[config.mk]
export PLATFORM = sky130hd
export DESIGN_NAME = integer_to_english_word_tokens_flat
export DESIGN_NICKNAME = d
export VERILOG_FILES = /design/src/rtl/i2ew_pkg.sv /design/src/rtl/i2ew_if.sv /design/src/rtl/integer_to_english_word_tokens.sv /design/src/flat_wrapper.sv
export SDC_FILE = /design/constraint.sdc
export NUM_CORES = 1
export LEC_CHECK = 0
export ABC_AREA = 1
export CORE_UTILIZATION = 42
export DETAILED_ROUTE_END_ITERATION = 8
export DONT_BUFFER_PORTS = 1
export SETUP_SLACK_MARGIN = 0.05
export SLEW_MARGIN = 40
export SYNTH_ARGS = -nofsm -noshare
export SYNTH_HDL_FRONTEND = slang
export SYNTH_SLANG_ARGS = --single-unit
[constraint.sdc]
create_clock -name clk -period 5.9 [get_ports clk]
set_input_delay 0 -clock clk [delete_from_list [all_inputs] [get_ports clk]]
set_output_delay 0 -clock clk [all_outputs]
set_load 0.01 [all_outputs]
[src/rtl/i2ew_pkg.sv]
// Shared types and constants for the integer to English word token block.
`timescale 1ns / 1ps
`default_nettype none
package i2ew_pkg;

  localparam int ValueWidth = 31;
  localparam int WordWidth  = 5;
  localparam int NumDigits  = 10;
  localparam int BcdWidth   = 4 * NumDigits;
  localparam int CountWidth = 5;

  localparam logic [WordWidth-1:0] TOK_ZERO     = 5'd0;
  localparam logic [WordWidth-1:0] TOK_TEN      = 5'd10;
  localparam logic [WordWidth-1:0] TOK_TENS_OFS = 5'd18;
  localparam logic [WordWidth-1:0] TOK_HUNDRED  = 5'd28;

  typedef enum logic [1:0] {
    ST_IDLE,
    ST_CONV,
    ST_EMIT,
    ST_FLUSH
  } state_t;

  typedef enum logic [2:0] {
    STEP_HDIG,
    STEP_HWORD,
    STEP_TENS,
    STEP_UNIT,
    STEP_SCALE
  } step_t;

  typedef enum logic [1:0] {
    GRP_UNITS,
    GRP_THOUSANDS,
    GRP_MILLIONS,
    GRP_BILLIONS
  } group_t;

endpackage
`default_nettype wire

[src/rtl/i2ew_if.sv]
// Valid/ready channel interfaces for numbers in and word tokens out.
`timescale 1ns / 1ps
`default_nettype none
interface i2ew_value_if;
  import i2ew_pkg::*;
  logic                  valid;
  logic                  ready;
  logic [ValueWidth-1:0] value;
  modport source (output valid, output value, input ready);
  modport sink   (input valid, input value, output ready);
endinterface

interface i2ew_word_if;
  import i2ew_pkg::*;
  logic                 valid;
  logic                 ready;
  logic [WordWidth-1:0] word;
  logic                 last;
  modport source (output valid, output word, output last, input ready);
  modport sink   (input valid, input word, input last, output ready);
endinterface
`default_nettype wire

[src/rtl/integer_to_english_word_tokens.sv]
// Top level: reads a 31-bit integer out as a run of English word tokens.
//
// Usage:
//   number (sink):  one request carries a non-negative 31-bit value.
//   words (source): one token per request, last set on the final token.
//   Tokens: 0 Zero, 1-9 units, 10-19 teens, 20-27 tens, 28 Hundred,
//   29 Thousand, 30 Million, 31 Billion. Zero reads as the single token Zero.
// Operation:
//   The value is turned into ten BCD digits by double dabble, one bit per
//   cycle. A sequencer then walks the four digit groups in five steps each
//   and a closing flush step, and can stall on a busy receiver.
//   A token waits in a one-entry hold register until the next is known,
//   so that the last flag can be set; the first token leaves after the
//   second is found.
// Reset clears the sequencer, the hold register and the output register.
// A stalled receiver holds the output register and freezes the sequencer
// at its next token; a new number is taken as soon as the sequencer is
// idle, even while the final token still waits in the output register.
`timescale 1ns / 1ps
`default_nettype none
module integer_to_english_word_tokens (
  input  wire         clk,
  input  wire         rst,
  i2ew_value_if.sink  number,
  i2ew_word_if.source words
);
  import i2ew_pkg::*;

  state_t                state, state_next;
  step_t                 step, step_next;
  group_t                gidx, gidx_next;
  logic [CountWidth-1:0] bitcnt, bitcnt_next;
  logic [ValueWidth-1:0] shreg, shreg_next;
  logic [BcdWidth-1:0]   bcd, bcd_next;
  logic [BcdWidth-1:0]   bcd_adj;
  logic                  pend_valid, pend_valid_next;
  logic [WordWidth-1:0]  pend_word, pend_word_next;
  logic                  out_valid, out_valid_next;
  logic [WordWidth-1:0]  out_word, out_word_next;
  logic                  out_last, out_last_next;

  logic [3:0]            dig_h, dig_t, dig_u;
  logic                  gen;
  logic [WordWidth-1:0]  tok;
  logic                  out_free;

  assign number.ready = (state == ST_IDLE);
  assign words.valid  = out_valid;
  assign words.word   = out_word;
  assign words.last   = out_last;
  assign out_free     = !out_valid || words.ready;

  // Double dabble adjust: add three to every digit of five or more.
  always_comb begin
    for (int i = 0; i < NumDigits; i++) begin
      bcd_adj[4*i +: 4] = (bcd[4*i +: 4] >= 4'd5) ? bcd[4*i +: 4] + 4'd3
                                                   : bcd[4*i +: 4];
    end
  end

  // Pick the hundreds, tens and units digit of the current group.
  always_comb begin
    case (gidx)
      GRP_BILLIONS: begin
        dig_h = 4'd0;
        dig_t = 4'd0;
        dig_u = bcd[39:36];
      end
      GRP_MILLIONS: begin
        dig_h = bcd[35:32];
        dig_t = bcd[31:28];
        dig_u = bcd[27:24];
      end
      GRP_THOUSANDS: begin
        dig_h = bcd[23:20];
        dig_t = bcd[19:16];
        dig_u = bcd[15:12];
      end
      default: begin
        dig_h = bcd[11:8];
        dig_t = bcd[7:4];
        dig_u = bcd[3:0];
      end
    endcase
  end

  // Token for the current step, if the step yields one.
  always_comb begin
    gen = 1'b0;
    tok = TOK_ZERO;
    case (step)
      STEP_HDIG: begin
        gen = (dig_h != 4'd0);
        tok = {1'b0, dig_h};
      end
      STEP_HWORD: begin
        gen = (dig_h != 4'd0);
        tok = TOK_HUNDRED;
      end
      STEP_TENS: begin
        if (dig_t == 4'd1) begin
          gen = 1'b1;
          tok = TOK_TEN + {1'b0, dig_u};
        end else if (dig_t >= 4'd2) begin
          gen = 1'b1;
          tok = TOK_TENS_OFS + {1'b0, dig_t};
        end
      end
      STEP_UNIT: begin
        gen = (dig_t != 4'd1) && (dig_u != 4'd0);
        tok = {1'b0, dig_u};
      end
      STEP_SCALE: begin
        gen = ((dig_h | dig_t | dig_u) != 4'd0) && (gidx != GRP_UNITS);
        tok = TOK_HUNDRED + {3'd0, gidx};
      end
      default: begin
        gen = 1'b0;
        tok = TOK_ZERO;
      end
    endcase
  end

  always_comb begin
    state_next      = state;
    step_next       = step;
    gidx_next       = gidx;
    bitcnt_next     = bitcnt;
    shreg_next      = shreg;
    bcd_next        = bcd;
    pend_valid_next = pend_valid;
    pend_word_next  = pend_word;
    out_valid_next  = out_valid && !words.ready;
    out_word_next   = out_word;
    out_last_next   = out_last;
    case (state)
      ST_IDLE: begin
        if (number.valid) begin
          shreg_next  = number.value;
          bcd_next    = '0;
          bitcnt_next = '0;
          state_next  = ST_CONV;
        end
      end
      ST_CONV: begin
        // Adjust, then shift one bit in from the top of the value.
        bcd_next    = {bcd_adj[BcdWidth-2:0], shreg[ValueWidth-1]};
        shreg_next  = {shreg[ValueWidth-2:0], 1'b0};
        bitcnt_next = bitcnt + 1'b1;
        if (bitcnt == CountWidth'(ValueWidth - 1)) begin
          state_next = ST_EMIT;
          step_next  = STEP_HDIG;
          gidx_next  = GRP_BILLIONS;
        end
      end
      ST_EMIT: begin
        // Stall only when a new token must push the held one out and the
        // output register is still occupied.
        if (!gen || !pend_valid || out_free) begin
          if (gen) begin
            pend_valid_next = 1'b1;
            pend_word_next  = tok;
            if (pend_valid) begin
              out_valid_next = 1'b1;
              out_word_next  = pend_word;
              out_last_next  = 1'b0;
            end
          end
          case (step)
            STEP_HDIG:  step_next = STEP_HWORD;
            STEP_HWORD: step_next = STEP_TENS;
            STEP_TENS:  step_next = STEP_UNIT;
            STEP_UNIT:  step_next = STEP_SCALE;
            default: begin
              step_next = STEP_HDIG;
              if (gidx == GRP_UNITS) begin
                state_next = ST_FLUSH;
              end else begin
                gidx_next = group_t'(gidx - 2'd1);
              end
            end
          endcase
        end
      end
      ST_FLUSH: begin
        // Release the held token as the last one; nothing held means zero.
        if (out_free) begin
          out_valid_next  = 1'b1;
          out_word_next   = pend_valid ? pend_word : TOK_ZERO;
          out_last_next   = 1'b1;
          pend_valid_next = 1'b0;
          state_next      = ST_IDLE;
        end
      end
      default: begin
        state_next = ST_IDLE;
      end
    endcase
  end

  always_ff @(posedge clk) begin
    if (rst) begin
      state      <= ST_IDLE;
      pend_valid <= 1'b0;
      out_valid  <= 1'b0;
    end else begin
      state      <= state_next;
      pend_valid <= pend_valid_next;
      out_valid  <= out_valid_next;
    end
    step      <= step_next;
    gidx      <= gidx_next;
    bitcnt    <= bitcnt_next;
    shreg     <= shreg_next;
    bcd       <= bcd_next;
    pend_word <= pend_word_next;
    out_word  <= out_word_next;
    out_last  <= out_last_next;
  end

  // A taken number always starts the conversion.
  a_accept_conv: assert property (@(posedge clk) disable iff (rst)
    (number.valid && number.ready) |=> (state == ST_CONV))
    else $error("accepted number did not start conversion");

  // Conversion ends after exactly one pass over the value bits.
  a_conv_len: assert property (@(posedge clk) disable iff (rst)
    (state == ST_CONV && bitcnt == CountWidth'(ValueWidth - 1)) |=> (state == ST_EMIT))
    else $error("conversion did not hand over to the sequencer");

  // A held token only exists while the sequencer is reading out a number.
  a_pend_scope: assert property (@(posedge clk) disable iff (rst)
    pend_valid |-> (state == ST_EMIT || state == ST_FLUSH))
    else $error("held token outside the readout");

  // Leaving the flush step always loads a final token.
  a_flush_last: assert property (@(posedge clk) disable iff (rst)
    (state == ST_FLUSH && out_free) |=> (out_valid && out_last && !pend_valid))
    else $error("flush did not release a last token");

endmodule
`default_nettype wire
[src/flat_wrapper.sv]
// flat-port wrapper written by rule: the top's interface ports become plain ports
module integer_to_english_word_tokens_flat import i2ew_pkg::*;
  (clk, rst, number_valid, number_value, number_ready, words_valid, words_word, words_last, words_ready);
  i2ew_value_if number_i ();
  i2ew_word_if words_i ();
  input  wire clk;
  input  wire rst;
  input wire logic [$bits(number_i.valid)-1:0] number_valid;
  input wire logic [$bits(number_i.value)-1:0] number_value;
  output wire logic [$bits(number_i.ready)-1:0] number_ready;
  output wire logic [$bits(words_i.valid)-1:0] words_valid;
  output wire logic [$bits(words_i.word)-1:0] words_word;
  output wire logic [$bits(words_i.last)-1:0] words_last;
  input wire logic [$bits(words_i.ready)-1:0] words_ready;
  assign number_i.valid = number_valid;
  assign number_i.value = number_value;
  assign number_ready = number_i.ready;
  assign words_valid = words_i.valid;
  assign words_word = words_i.word;
  assign words_last = words_i.last;
  assign words_i.ready = words_ready;
  integer_to_english_word_tokens u_core (.clk(clk), .rst(rst), .number(number_i), .words(words_i));
endmodule
==> results of run 1 <==
area by class of cell:
type | instances | area [µm²] | share of cell area
Timing Repair Buffer | 36 | 355 | 0.0561
Tap cell | 172 | 215 | 0.0340
Clock inverter | 6 | 97.6 | 0.0154
Inverter | 84 | 320 | 0.0506
Sequential cell | 96 | 2840 | 0.449
Multi-Input combinational cell | 437 | 2270 | 0.359
Clock buffer | 10 | 229 | 0.0362
per-layer routing:
metal,wire length (µm),track usage,share of wire
met3,622,0.0529,0.056
met2,5280,0.282,0.47
met1,5160,0.235,0.46
met4,99,0.0615,0.0089
met5,0,0,0
flip-flops by register name (all words and copies together), names as in the netlist:
signal / cells
u_core.pend_word: 5
u_core.shreg: 31
u_core.words.valid: 1
u_core.bitcnt: 5
u_core.gidx: 2
u_core.state: 2
u_core.words.word: 5
u_core.pend_valid: 1
u_core.words.last: 1
u_core.step: 3
u_core.bcd: 40
kinds of logic (layout without fill, tap and decap cells):
group / Yosys count / in the layout / synth area share
adder cells (fa/ha/maj): 32 / 32 / 0.0727
XOR/XNOR: 13 / 13 / 0.0207
AO/OA/AOI/OAI: 94 / 94 / 0.0934
buffers and inverters: 101 / 136 / 0.0752
AND/OR/NAND/NOR: 298 / 298 / 0.222
flip-flops: 96 / 96 / 0.516
worst max path at each step:
| stage | from | to | slack [ns] | cells past startpoint |
|---|---|---|---|---|
| after floorplan | u_core.state[1] | u_core.bcd[0] | 0.71 | 6 |
| after global placement | u_core.state[1] | u_core.bcd[28] | 2.55 | 5 |
| after detailed placement | u_core.state[1] | u_core.bcd[30] | 2.87 | 5 |
| after CTS | u_core.state[1] | u_core.bcd[30] | 2.87 | 5 |
| after global routing | u_core.gidx[0] | u_core.words.valid | 2.65 | 14 |
| final | u_core.gidx[0] | u_core.words.valid | 2.96 | 14 |
through the flow:
stage	setup slack, ns	cell area (µm²)
global placement	2.55	5660
finish	2.96	6330
floorplan	0.705	5510
CTS	2.87	6330
detailed placement	2.87	5670
global route	2.65	6330
where the power goes:
part | total (µW) | internal (µW) | switching [µW]
registers | 1490 | 1260 | 228
logic | 1400 | 437 | 966
clock network | 635 | 378 | 257
total | 3530 | 2080 | 1450
layout by cell type, fill, tap and decap left out:
master         count
inv_6              3
xor2_1            10
dlygate4sd3_1     34
clkinv_4           1
inv_1             83
o211ai_1           2
a21oi_4            1
nor2_4             1
inv_8              1
a211oi_1           5
edfxtp_1          92
nand3_2            1
o2111ai_1          2
nand3_1           19
nand2_4            3
nand2_1          203
o21ai_0           39
nand4_1            2
buf_4              2
clkbuf_16          9
a31oi_1            1
clkbuf_1           1
o22ai_1            3
nand2_2            7
bufinv_16          2
a21oi_1           37
dfxtp_1            4
o21ai_2            3
or2_2              1
ha_1              31
nor3_1             8
o31ai_1            1
nor2_1            50
nor2_2             3
ha_4               1
xnor2_1            3
worst register-to-register path: cells and delay by family (launching register included):
family          cells  cell delay (ns)
compound gates      1             0.08
fa+ha+maj           1             0.55
flops               1             0.44
buf+inv             3             0.84
simple gates        9             0.91
what timing repair did:
| item | CTS | global route |
|---|---|---|
| endpoints found under the hold margin | 35 | 0 |
| hold buffers | 34 | 0 |
| resized for setup | 0 | 0 |
==> key figures, run 1 <==
Status
  – Run status: finished, final reports clean

Floorplanning
  – Initial core utilization: 0.433
  – I/O pin count: 43
  – Die W: 117 µm
  – Core Box Area: 12700 µm²
  – Die Y: 117 µm
  – Die area: 13600 µm²
  – Row Count: 41

Global route
  – Total gr overflow: 0
  – Largest net degree at the start of global routing: 63
  – First-pass GRT wire length: 18500 µm
  – Vias in the first global route: 3967
  – Initial antenna violation count: 0
  – GRT Resource Usage Total: 0.179

Min path
  – Worst Hold Launch: number_valid
  – Hold Crit Depth: 4
  – Hold Path Class: input port to flop
  – Hold endpoint: u_core.state[0]

Final layout
  – Area Overhead vs Synth: 15.0%
  – Fillers: 1199
  – Layout Cells excl Fill: 841
  – Layout Nets: 731
  – Post-route core utilization: 0.498
  – Inserted Diodes: 0
  – Ratio of cells with drive above 1 in the final layout: 0.0583

Synth
  – Synth cell count leaders: 203 x nand2_1, 92 x edfxtp_1, 83 x inv_1
  – Synthesized area: 5510 µm²
  – Post-synth ARST share: 0
  – YS warnings: 0
  – Synthesized instance count: 634
  – Top-count cell post-synth: nand2_1
  – Synth unique cells: 32
  – Number of synthesized flops with an enable pin: 92
  – Post-synth top flop: edfxtp_1
  – Synthesized flop and latch total: 96
  – Synth top area share: 0.502
  – Synth area leader: edfxtp_1
  – Sequential fraction of the synthesis area: 0.516
  – Dominant cells by area after synthesis: edfxtp_1 50%, nand2_1 14%, ha_1 7.3%
  – Mean Syn Cell Area: 8.69 µm²
  – Post-synth net total: 701

Setup path
  – Crit path arrival time: 3.17 ns
  – Critical Path Sink Type: flop
  – CP max-delay cell: dlygate4sd3_1
  – Reg2reg end: u_core.words.valid
  – WS Path Type: flop to flop
  – Most common cell on crit path: nand2_2
  – Cell family with most CP delay: simple AND/OR/NAND/NOR gates
  – Crit-path max cell delay: 0.57 ns
  – Worst EP required: 6.13 ns
  – Cells along the critical path: inv_1 -> ha_1 -> inv_6 -> nand2_1 -> nand2_1 -> nor2_4 -> nand2_2 -> nand2_2 -> nand2_2 -> nor2_2 -> nand2_2 -> nand3_1 -> a31oi_1 -> dlygate4sd3_1
  – Setup crit start kind: flop
  – Flop2flop setup slack: 2.96 ns
  – Worst R2R Start: u_core.gidx[0]
  – Crit path buf inv count: 3
  – Reg2reg path depth: 14
  – Crit-path max FO: 16

CTS
  – TritonCTS clock tree: yes
  – CTS H-tree depth: 3
  – Reg clk slew, reported paths: 0.07 ns
  – Total CTS buffers: 9
  – CTS Sinks: 96
  – Root Buffer: clkbuf_16
  – Postcts setup bufs: 0
  – Worst-case clock buffer depth: 2
  – Clk Latency, worst-skew pair: 0.35 ns

STA
  – Final slew viol count: 0
  – Hold Violations, Final: 0
  – Final setup TNS: 0 ns
  – Setup violations, final: 0
  – Measured slew at the worst slew-check pin: 0.756 ns
  – Fin Hold WS: 0.232 ns
  – Tcrit/Tclk final: 0.498
  – Slew HR: 0.495
  – Final Critical Period: 2.94 ns
  – RSZ-0062 raised after global routing: false
  – Setup clock skew after layout: 0.00590 ns
  – Fmax: 0.340 GHz

Power
  – Worst vdd ir: 0.000338 V
  – Total power: 3530 µW
  – Power Density: 557 nW/µm²
  – P_leak: 0.00275 µW

Drt
  – Drt drc: 0
  – Routed Antenna Nets: 0
  – Drt wl/cell: 13.3 µm
  – Drt first pass iters: 4
  – Initial DRC Count: 252
  – Routed wire length: 11200 µm
  – Vias: 4133
  – Via density: 4.91

Place
  – Inst Count DP: 791
  – Dpl hpwl: 7560 µm
  – Port bufs: 0
  – Gp weighted congestion: 0.862

Job
  – Max Cap Viol: 0
No activity file was read; power rests on OpenSTA's default activity.
==> run 2, diff against run 1 <==
==> constraint.sdc (replaced) <==
create_clock -name clk -period 2.9 [get_ports clk]
set_input_delay 0 -clock clk [delete_from_list [all_inputs] [get_ports clk]]
set_output_delay 0 -clock clk [all_outputs]
set_load 0.01 [all_outputs]
==> key figures, run 2 (same netlist as run 1, synthesis figures left out) <==
Status
  – Run status: finished, final reports clean (unchanged)

Place
  – Port bufs: 0 (unchanged)
  – Post-place instance area: 5760 µm² (was 5670 µm²)
  – Dpl hpwl: 8070 µm (was 7560 µm)
  – Gp weighted congestion: 0.884 (was 0.862)
  – Pre-CTS worst setup slack: 0.362 ns (was 2.87 ns)

STA
  – Final setup TNS: 0 ns (unchanged)
  – Slew HR: 0.542 (was 0.495)
  – Setup violations, final: 0 (unchanged)
  – Final Critical Period: 2.62 ns (was 2.94 ns)
  – Fmax: 0.382 GHz (was 0.340 GHz)
  – Tcrit/Tclk final: 0.903 (was 0.498)
  – Final slew viol count: 0 (unchanged)
  – RSZ-0062 raised after global routing: false (unchanged)
  – Hold Violations, Final: 0 (unchanged)
  – Setup clock skew after layout: 0.00892 ns (was 0.00590 ns)
  – Fin Hold WS: 0.0325 ns (was 0.232 ns)
  – Measured slew at the worst slew-check pin: 0.685 ns (was 0.756 ns)
  – Post-route setup slack: 0.280 ns (was 2.96 ns)

Final layout
  – Commonest non-fill, non-tap cell in the layout: nand2_1 (unchanged)
  – Inserted Diodes: 0 (unchanged)
  – Fillers: 1213 (was 1199)
  – Design Area, Final: 6410 µm² (was 6330 µm²)
  – Layout Nets: 741 (was 731)
  – Commonest cells after routing, fill and taps aside: 203 x nand2_1, 92 x edfxtp_1, 82 x inv_1 (was 203 x nand2_1, 92 x edfxtp_1, 83 x inv_1)
  – Max reg flops: 40 (unchanged)
  – Top reg by flops: u_core.bcd (unchanged)
  – Top Registers: u_core.bcd (40), u_core.shreg (31) (unchanged)
  – Ratio of cells with drive above 1 in the final layout: 0.0781 (was 0.0583)
  – Area Overhead vs Synth: 16.3% (was 15.0%)

Global route
  – First-pass GRT wire length: 18900 µm (was 18500 µm)
  – Initial antenna violation count: 0 (unchanged)
  – Vias in the first global route: 3977 (was 3967)
  – Total gr overflow: 0 (unchanged)
  – GRT Resource Usage Total: 0.183 (was 0.179)
  – Largest net degree at the start of global routing: 62 (was 63)

Min path
  – Hold Crit Depth: 5 (was 4)
  – Hold Path Class: input port to flop (unchanged)
  – Worst Hold Launch: words_ready (was number_valid)
  – Hold endpoint: u_core.pend_valid (was u_core.state[0])

Job
  – Max Cap Viol: 0 (unchanged)

Drt
  – Vias: 4176 (was 4133)
  – Initial DRC Count: 248 (was 252)
  – Drt drc: 0 (unchanged)
  – Routed wire length: 11600 µm (was 11200 µm)
  – Via density: 4.91 (about the same)
  – Drt wl/cell: 13.6 µm (was 13.3 µm)
  – Drt first pass iters: 4 (unchanged)
  – Routed Antenna Nets: 0 (unchanged)

CTS
  – CTS H-tree depth: 3 (unchanged)
  – Worst-case clock buffer depth: 2 (unchanged)
  – Total CTS buffers: 9 (unchanged)
  – TritonCTS clock tree: yes (unchanged)
  – CTS Sinks: 96 (unchanged)
  – Root Buffer: clkbuf_16 (unchanged)
  – Clk Latency, worst-skew pair: 0.35 ns (about the same)
  – Reg clk slew, reported paths: 0.07 ns (about the same)

Setup path
  – Worst R2R Start: u_core.gidx[1] (was u_core.gidx[0])
  – Crit-path max FO: 12 (was 16)
  – Reg2reg path depth: 14 (unchanged)
  – Worst EP required: 3.19 ns (was 6.13 ns)
  – Critical Path Sink Type: flop (unchanged)
  – Crit path arrival time: 2.91 ns (was 3.17 ns)
  – Reg2reg end: u_core.words.valid (unchanged)
  – WS Path Type: flop to flop (unchanged)
  – Setup crit start kind: flop (unchanged)
  – Flop2flop setup slack: 0.28 ns (was 2.96 ns)

Power
  – Power Density: 1130 nW/µm² (was 557 nW/µm²)
  – Worst vdd ir: 0.000527 V (was 0.000338 V)
  – P_leak: 0.00277 µW (was 0.00275 µW)
  – Total power: 7270 µW (was 3530 µW)

Floorplanning
  – Row Count: 41 (unchanged)
  – Core Box Area: 12700 µm² (unchanged)
  – I/O pin count: 43 (unchanged)
  – Initial core utilization: 0.433 (unchanged)
  – Die Y: 117 µm (unchanged)
  – Die area: 13600 µm² (unchanged)
  – Die W: 117 µm (unchanged)
==> run 2: how the worst max path moves through the flow <==
stage	from	end	depth (start not counted)
floorplan	u_core.state[1]	u_core.bcd[0]	6
global placement	u_core.gidx[0]	u_core.pend_word[3]	13
detailed placement	u_core.gidx[0]	u_core.pend_word[0]	14
CTS	u_core.gidx[0]	u_core.words.valid	15
global route	u_core.gidx[1]	u_core.words.valid	14
finish	u_core.gidx[1]	u_core.words.valid	14
==> run 2: metrics by stage <==
stage | utilization | std cells
after global placement | 0.453 | 802
after detailed placement | 0.453 | 802
final | 0.504 | 851
after floorplan | - | 634
after global routing | 0.504 | 851
after CTS | 0.501 | 851
==> run 2: timing repair <==
action / in CTS / in global routing
hold buffers: 33 / 0
hold endpoints to repair: 35 / 0
gates resized for setup: 0 / 7
endpoints found under the setup margin: 0 / 1
buffers inserted: 0 / 0
==> run 2: layout make-up <==
cell class	instances	area [µm²]	share of cell area
Sequential cell	96	2840	0.444
Multi-Input combinational cell	437	2300	0.359
Timing Repair Buffer	46	453	0.0707
Inverter	84	320	0.0500
Clock buffer	11	233	0.0363
Tap cell	172	215	0.0336
Clock inverter	5	41.3	0.00645
==> run 2: report_power, final <==
part / leakage (µW) / internal [µW] / switching (µW)
sequential: 0.000943 / 2550 / 498
combinational: 0.00170 / 1070 / 2030
clock: 0.000127 / 590 / 531
==> run 2: per-layer routing <==
| layer | vias up | share of wire | wire [µm] | GRT usage |
|---|---|---|---|---|
| met5 | - | 0 | 0 | 0 |
| met4 | 0 | 0.014 | 165 | 0.0684 |
| met3 | 12 | 0.036 | 418 | 0.0379 |
| met2 | 92 | 0.48 | 5570 | 0.304 |
| met1 | 1920 | 0.47 | 5450 | 0.236 |
| li1 | 2152 | - | - | - |
==> run 2: worst max-delay path, stage by stage, from the launching register on <==
cell,delay [ns]
edfxtp_1,0.47
inv_1,0.20
ha_4,0.20
buf_4,0.18
nand2_1,0.07
nand2_1,0.16
nor2_4,0.07
nand2_2,0.10
nand2_1,0.06
nor2_1,0.11
nor2_2,0.06
nand2_2,0.08
nand3_1,0.10
a31oi_1,0.16
dlygate4sd3_1,0.56
